`src/rtl/isq_pkg.sv`:
```
package isq_pkg;

    // Operand and recurrence sizes
    localparam int OP_W     = 48;
    localparam int ROOT_W   = 24;
    localparam int VALUE_W  = 32;
    localparam int STEPS    = 24;
    localparam int TOP_BIT  = 46;
    localparam int Q_SHIFT  = 16;

    // Operation codes
    localparam logic FUNC_INT = 1'b0;
    localparam logic FUNC_Q16 = 1'b1;

    // Word handed from cell to cell
    typedef struct packed {
        logic [OP_W-1:0] rem;
        logic [OP_W-1:0] acc;
    } isq_data_t;

endpackage

```
`src/rtl/isq_cell.sv`:
```
module isq_cell #(
    parameter int STEP = 0
) (
    input  logic              aclk,
    input  logic              aresetn,
    input  logic              in_valid,
    output logic              in_ready,
    input  isq_pkg::isq_data_t in_data,
    output logic              out_valid,
    input  logic              out_ready,
    output isq_pkg::isq_data_t out_data
);

    // Trial bit of this step: a fixed power of four
    localparam logic [isq_pkg::OP_W-1:0] TRIAL =
        isq_pkg::OP_W'(1) << (isq_pkg::TOP_BIT - 2 * STEP);

    logic               valid_reg;
    isq_pkg::isq_data_t data_reg;
    isq_pkg::isq_data_t data_next;
    logic [isq_pkg::OP_W-1:0] sum;
    logic               take;
    logic               load;

    // One restoring step: subtract (acc + trial) when it fits
    always_comb begin
        sum  = in_data.acc + TRIAL;
        take = (in_data.rem >= sum);
        if (take) begin
            data_next.rem = in_data.rem - sum;
            data_next.acc = (in_data.acc >> 1) + TRIAL;
        end else begin
            data_next.rem = in_data.rem;
            data_next.acc = in_data.acc >> 1;
        end
    end

    // Stage holds a word until the next cell takes it; bubbles collapse
    assign in_ready = !valid_reg || out_ready;
    assign load     = in_valid && in_ready;

    always_ff @(posedge aclk) begin
        if (!aresetn) begin
            valid_reg <= 1'b0;
        end else if (in_ready) begin
            valid_reg <= in_valid;
        end
    end

    always_ff @(posedge aclk) begin
        if (load) begin
            data_reg <= data_next;
        end
    end

    assign out_valid = valid_reg;
    assign out_data  = data_reg;

endmodule
```
`config.mk`:
```
export PLATFORM = sky130hd
export DESIGN_NAME = isq_cell
export DESIGN_NICKNAME = d
export VERILOG_FILES = /design/src/rtl/isq_pkg.sv /design/src/rtl/isq_cell.sv
export SDC_FILE = /design/constraint.sdc
export NUM_CORES = 1
export LEC_CHECK = 0
export BUFFER_PORTS_ARGS = -buffer_cell sky130_fd_sc_hd__buf_4
export CAP_MARGIN = 20
export CORE_MARGIN = 2
export CORE_UTILIZATION = 54
export DETAILED_ROUTE_END_ITERATION = 7
export PLACE_DENSITY = 0.84
export SLEW_MARGIN = 20
export SYNTH_ARGS = -nofsm -noshare
export SYNTH_HDL_FRONTEND = slang
export SYNTH_SLANG_ARGS = --single-unit
```
`constraint.sdc`:
```
create_clock -name aclk -period 7.6 [get_ports aclk]
set_input_delay 1.52 -clock aclk [delete_from_list [all_inputs] [get_ports aclk]]
set_output_delay 1.52 -clock aclk [all_outputs]
set_load 0.01 [all_outputs]
```
==> impl_metrics.toml, run 1 <==
[outcome]
outcome = "complete, no violations"

[route]
first_iter_violations = 350
wl_mm = 17.1
via_count = 5528
viasPerCell = 5.76
drc = 0
drt_first_pass_iters = 7
final_antenna_net_count = 0
wl_per_cell_um = 17.9

[placed_design]
place.gp.congestion = 0.876
port_buffers = 197
post-dp-hpwl_mm = 13.2
place_area_um2 = 8130

[global_routing]
grt.total_usage_pct = 25.5
grt_pass1_vias = 5424
grt_max_degree = 58
antenna_found_initial = 0
grt-ovfl-total = 0
grt_pass1_wl_mm = 26.3

[critical_path]
cp.required_ns = 7.70
crit_family = "compound AO/OA/AOI/OAI gates"
cp_data_arrival_time_ns = 4.69
crit_path_start_kind = "primary input"
cp_cell_sequence = "buf_4 -> ha_1 -> fa_1 -> nand2b_1 -> a21oi_1 -> o311ai_0 -> nand2_1 -> o2111ai_1 -> a221oi_4 -> buf_4 -> o21ai_0 -> or3_1"
crit_type = "primary input to flip-flop"
critPathMostFrequentCell = "buf_4"
endpoint_kind = "flip-flop"
worst-path-buf-inv = 2
slowest_stage = "buf_4"
crit_fanout = 57
max_stage_delay_ns = 0.59

[cells_and_area]
fin_nets = 958
stdcell_area_um2 = 8410
drive_gt1_share_pct = 33.3
diodes = 0
n_fill_cell = 899
area_growth_syn_to_layout_pct = 27.5

[cts]
path_clk_slew_ns = 0.07
postCtsSetupRepairBufs = 0
hold_buffers = 0
cts_resized = 0
cts_max_level = 3
clock_sinks = 97
cts-root-buf = "clkbuf_16"
clock_latency_ns = 0.35
clock_path_buffers = 2
cts_buffers = 9
cts_tree = "built"

[sta]
skew_ns = 0.00451
maxSlewHeadroom_pct = 49.5
min_period_ns = 4.59
setup_viol = 0
tightest_slew_ns = 0.757
tns_ns = 0
drv_slew = 0
grt_setup_unrepaired = "false"
finalHoldViolCount = 0
timing.fmax_mhz = 218
fin_crit_sh_pct = 60.3

[synthesis]
synth_compound_area_share_pct = 16.1
syn_inst = 626
yosysTopAreaCell = "edfxtp_1"
synth-seq-cells = 97
synth_warnings = 0
yosys.area.top_type_share_pct = 43.7
synth_edf_count = 96
synth_top_family_by_area = "compound AO/OA/AOI/OAI gates"
avgSynthCellArea_um2 = 10.5
yosys_most_used_dff = "edfxtp_1"
synth_xor_area_share_pct = 6.10
yosys.area_share.simple_pct = 10.9
ys_seq_area_share_pct = 44.0
synthMuxAreaShare_pct = 7.68
synth_nets = 775
ys_async_sr_fraction_pct = 0
synth.distinct_cells = 68
ys_top_cells_by_area = "edfxtp_1 44%, ha_1 9.1%, mux2_2 6.8%"
synthAdderAreaFrac_pct = 9.40
syn-cell-area_um2 = 6600

[floorplan]
coreArea_um2 = 12000
fp.dieH_um = 115
die_width_um = 115
row_count = 40
start_util_pct = 55.2
die_area_um2 = 13100
ioPinCount = 198

[flow_run]
maxCapViolCount = 0

[pwr]
power_density_nw_per_um2 = 194
vdd_ir_drop_max_mv = 0.109
leakage_nw = 3.70

[hold_path]
hold_path_class = "flip-flop to flip-flop"
[cell usage after synthesis (all sizes together) (2+ instances only)]
master / n
and2: 5
clkbuf: 13
o21bai: 7
nor4: 2
o21a: 6
a211oi: 5
a21boi: 2
ha: 48
inv: 58
nor3b: 2
nor2b: 3
mux2: 42
a21oi: 53
mux2i: 3
or2: 2
nand2: 39
nand2b: 5
or3: 4
buf: 13
a21o: 23
and3: 5
nor2: 30
o2111ai: 5
o21ai: 27
a31oi: 10
nand3: 12
a2111oi: 2
nor3: 11
and4: 2
o211ai: 4
o31ai: 7
nand4: 17
edfxtp: 96
xor2: 18
xnor2: 28
[layout make-up]
cell class              count  area [um2]  area share, %
multi-input cells         444        3330           39.6
flip-flops and latches     97        2900           34.5
repair buffers            199        1490           17.8
clock buffers               9         225           2.68
inverters                  58         218           2.59
well taps                 147         184           2.19
clock inverters             6        60.1          0.714
[placed cells by master (no fill, tap or decap), drive strengths merged, types with 9 or more instances in the layout]
master / Yosys / layout
buf: 13 / 199
edfxtp: 96 / 96
inv: 58 / 58
a21oi: 53 / 53
ha: 48 / 48
mux2: 42 / 42
nand2: 39 / 39
nor2: 30 / 30
xnor2: 28 / 28
o21ai: 27 / 27
a21o: 23 / 23
xor2: 18 / 18
nand4: 17 / 17
nand3: 12 / 12
nor3: 11 / 11
a31oi: 10 / 10
clkbuf: 13 / 9
[cell families after synthesis]
group,Yosys count
xor gates and xnor gates,46
adders and majority gates,49
muxes,45
buffers and inverters,85
AOI/OAI and AO/OA,161
and+or+nand+nor,143
DFF,97
[path summary, 6_finish.rpt]
path / to / cells past startpoint / start / slack (ns)
hold reg to reg: out_valid / 2 / out_valid / 0.55
hold / removal: out_valid / 2 / out_valid / 0.55
setup reg to reg: out_data[9] / 3 / out_valid / 5.55
setup / recovery: out_data[91] / 12 / in_data[0] / 3.01
[flip-flops by register name, indices dropped and copies added, names as in the netlist]
signal and count:
out_data 96, out_valid 1
[through the flow]
stage | cells | utilization, % | setup WS (ns) | total power, mW | hold WS, ns
CTS | 960 | 70.3 | 2.99 | 1.63 | 0.556
finish | 960 | 70.3 | 3.01 | 1.63 | 0.550
detailed placement | 945 | 67.9 | 2.65 | 1.19 | 0.543
global route | 960 | 70.3 | 2.70 | 1.70 | 0.607
floorplan | 626 | - | 3.18 | 1.01 | 0.610
global placement | 945 | 67.9 | 2.81 | 1.18 | 0.526
[tightest hold or removal path, delay by kind of cell, from the launching register on]
| family | cells | cell delay (ns) |
|---|---|---|
| compound gates | 1 | 0.08 |
| flops | 1 | 0.31 |
| simple gates | 1 | 0.11 |
[per-layer routing]
| metal | wire length (um) | vias to the layer above | track usage (%) |
|---|---|---|---|
| met5 | 0 | - | 0 |
| met2 | 8510 | 233 | 43.9 |
| met3 | 1220 | 27 | 4.92 |
| li1 | - | 2678 | - |
| met4 | 327 | 0 | 8.62 |
| met1 | 7090 | 2590 | 32.1 |
[where the power goes]
| group | leakage (nW) | switching (mW) | internal [mW] | total (mW) |
|---|---|---|---|---|
| clock network | 0.129 | 0.198 | 0.251 | 0.448 |
| logic | 2.64 | 0.273 | 0.244 | 0.517 |
| registers | 0.937 | 0.0138 | 0.654 | 0.668 |
| total | 3.70 | 0.485 | 1.15 | 1.63 |
No activity file was read; power rests on OpenSTA's default activity.
==> run 2, diff against run 1 <==
- CORE_UTILIZATION: 54 -> 53
- PLACE_DENSITY: 0.84 -> 0.83
- clock period: 7.6 -> 4.7 ns (I/O delays scaled with it)
==> impl_metrics.toml, run 2 (same netlist as run 1, synthesis figures left out) <==
[cells_and_area]
layout_common_cells = "200 x buf_4, 96 x edfxtp_1, 58 x inv_1"
stdcell_area_um2 = 8490
final_core_util_pct = 70.4
fin_nets = 960
layout_commonest_cell = "buf_4"
drive_gt1_share_pct = 33.5
largest_reg_flops = 96
diodes = 0
instances_no_fill = 983
area_growth_syn_to_layout_pct = 28.6

[floorplan]
die_width_um = 116
coreArea_um2 = 12100
die_area_um2 = 13400
fp.dieH_um = 116
ioPinCount = 198
row_count = 40
start_util_pct = 54.7

[global_routing]
grt_pass1_vias = 5461
antenna_found_initial = 0
grt_pass1_wl_mm = 26.4
grt.total_usage_pct = 25.2
grt_max_degree = 59
grt-ovfl-total = 0

[sta]
finalHoldViolCount = 0
timing.fmax_mhz = 265
tightest_slew_ns = 0.786
grt_setup_unrepaired = "false"
drv_slew = 0
min_period_ns = 3.77
maxSlewHeadroom_pct = 47.6
skew_ns = 0.00630
setup_viol = 0
fin_crit_sh_pct = 80.2
tns_ns = 0

[cts]
clock_path_buffers = 2
cts_resized = 0
path_clk_slew_ns = 0.07
clock_latency_ns = 0.35
hold_buffers = 0
cts_tree = "built"
postCtsSetupRepairBufs = 0
cts_buffers = 9
cts-root-buf = "clkbuf_16"
cts_max_level = 3
clock_sinks = 97

[route]
drt_first_pass_iters = 5
wl_per_cell_um = 17.1
drc = 0
final_antenna_net_count = 0
first_iter_violations = 300
via_count = 5513
viasPerCell = 5.61
wl_mm = 16.8

[pwr]
power.internal_mw = 1.92
switching_share_pct = 28.9
power_density_nw_per_um2 = 318
p_seq_share_pct = 39.9
pwr-share-comb_pct = 31.1
p_sw_mw = 0.781
vdd_ir_drop_max_mv = 0.192
leakage_nw = 3.73
p_clk_share_pct = 29.0

[hold_path]
hold_path_class = "flip-flop to flip-flop"

[critical_path]
endpoint_kind = "flip-flop"
crit_fanout = 57
cp_data_arrival_time_ns = 4.00
cp.required_ns = 4.92
crit_path_start_kind = "primary input"
crit_type = "primary input to flip-flop"

[placed_design]
post-dp-hpwl_mm = 13.2
place.gp.congestion = 0.967
dp.cells = 968
port_buffers = 197
place_area_um2 = 8180

[flow_run]
maxCapViolCount = 0

[outcome]
outcome = "complete, no violations"
run 2: power groups by stage:
stage	logic [mW]	clock network (mW)	registers (mW)
3_3_place_gp	0.817	0	1.10
6_report	0.840	0.784	1.08
4_1_cts	0.837	0.794	1.08
2_1_floorplan	0.489	0	1.14
5_1_grt	0.913	0.823	1.09
3_5_place_dp	0.831	0	1.10
run 2: path summary, 6_finish.rpt:
| path | slack (ns) | start | cells past startpoint | to |
|---|---|---|---|---|
| hold / removal | 0.55 | out_valid | 2 | out_valid |
| hold reg to reg | 0.55 | out_valid | 2 | out_valid |
| setup reg to reg | 2.85 | out_valid | 3 | out_data[3] |
| setup / recovery | 0.93 | in_data[17] | 13 | out_data[95] |
run 2: cell type report:
| type | count | area [um2] |
|---|---|---|
| Clock inverter | 5 | 80.1 |
| Sequential cell | 97 | 2900 |
| Clock buffer | 10 | 229 |
| Timing Repair Buffer | 201 | 1520 |
| Fill cell | 882 | 3570 |
| Multi-Input combinational cell | 444 | 3330 |
| Inverter | 58 | 218 |
| Tap cell | 168 | 210 |
run 2: per-layer routing:
metal | up-vias | wire [um] | global-route usage [%]
met5 | - | 0 | 0
met4 | 0 | 274 | 7.39
met3 | 29 | 1110 | 6.17
met2 | 212 | 8420 | 43.9
met1 | 2585 | 7030 | 31.2
li1 | 2687 | - | -
run 2: metrics by stage:
stage	power (mW)	hold WS, ns	worst slack, ns
2_1_floorplan	1.63	0.610	0.860
3_3_place_gp	1.91	0.520	0.689
3_5_place_dp	1.93	0.546	0.612
4_1_cts	2.71	0.558	0.973
5_1_grt	2.82	0.632	0.663
6_report	2.70	0.552	0.929
run 2: worst max-delay path, cell delays in order:
cell       delay, ns
buf_4           0.08
inv_1           0.04
ha_1            0.42
a21oi_1         0.14
o21ai_0         0.37
a211oi_1        0.09
a211oi_1        0.38
o2111ai_1       0.25
a221oi_4        0.33
buf_12          0.33
nand2b_1        0.09
or4_1           0.41
nand3_1         0.10
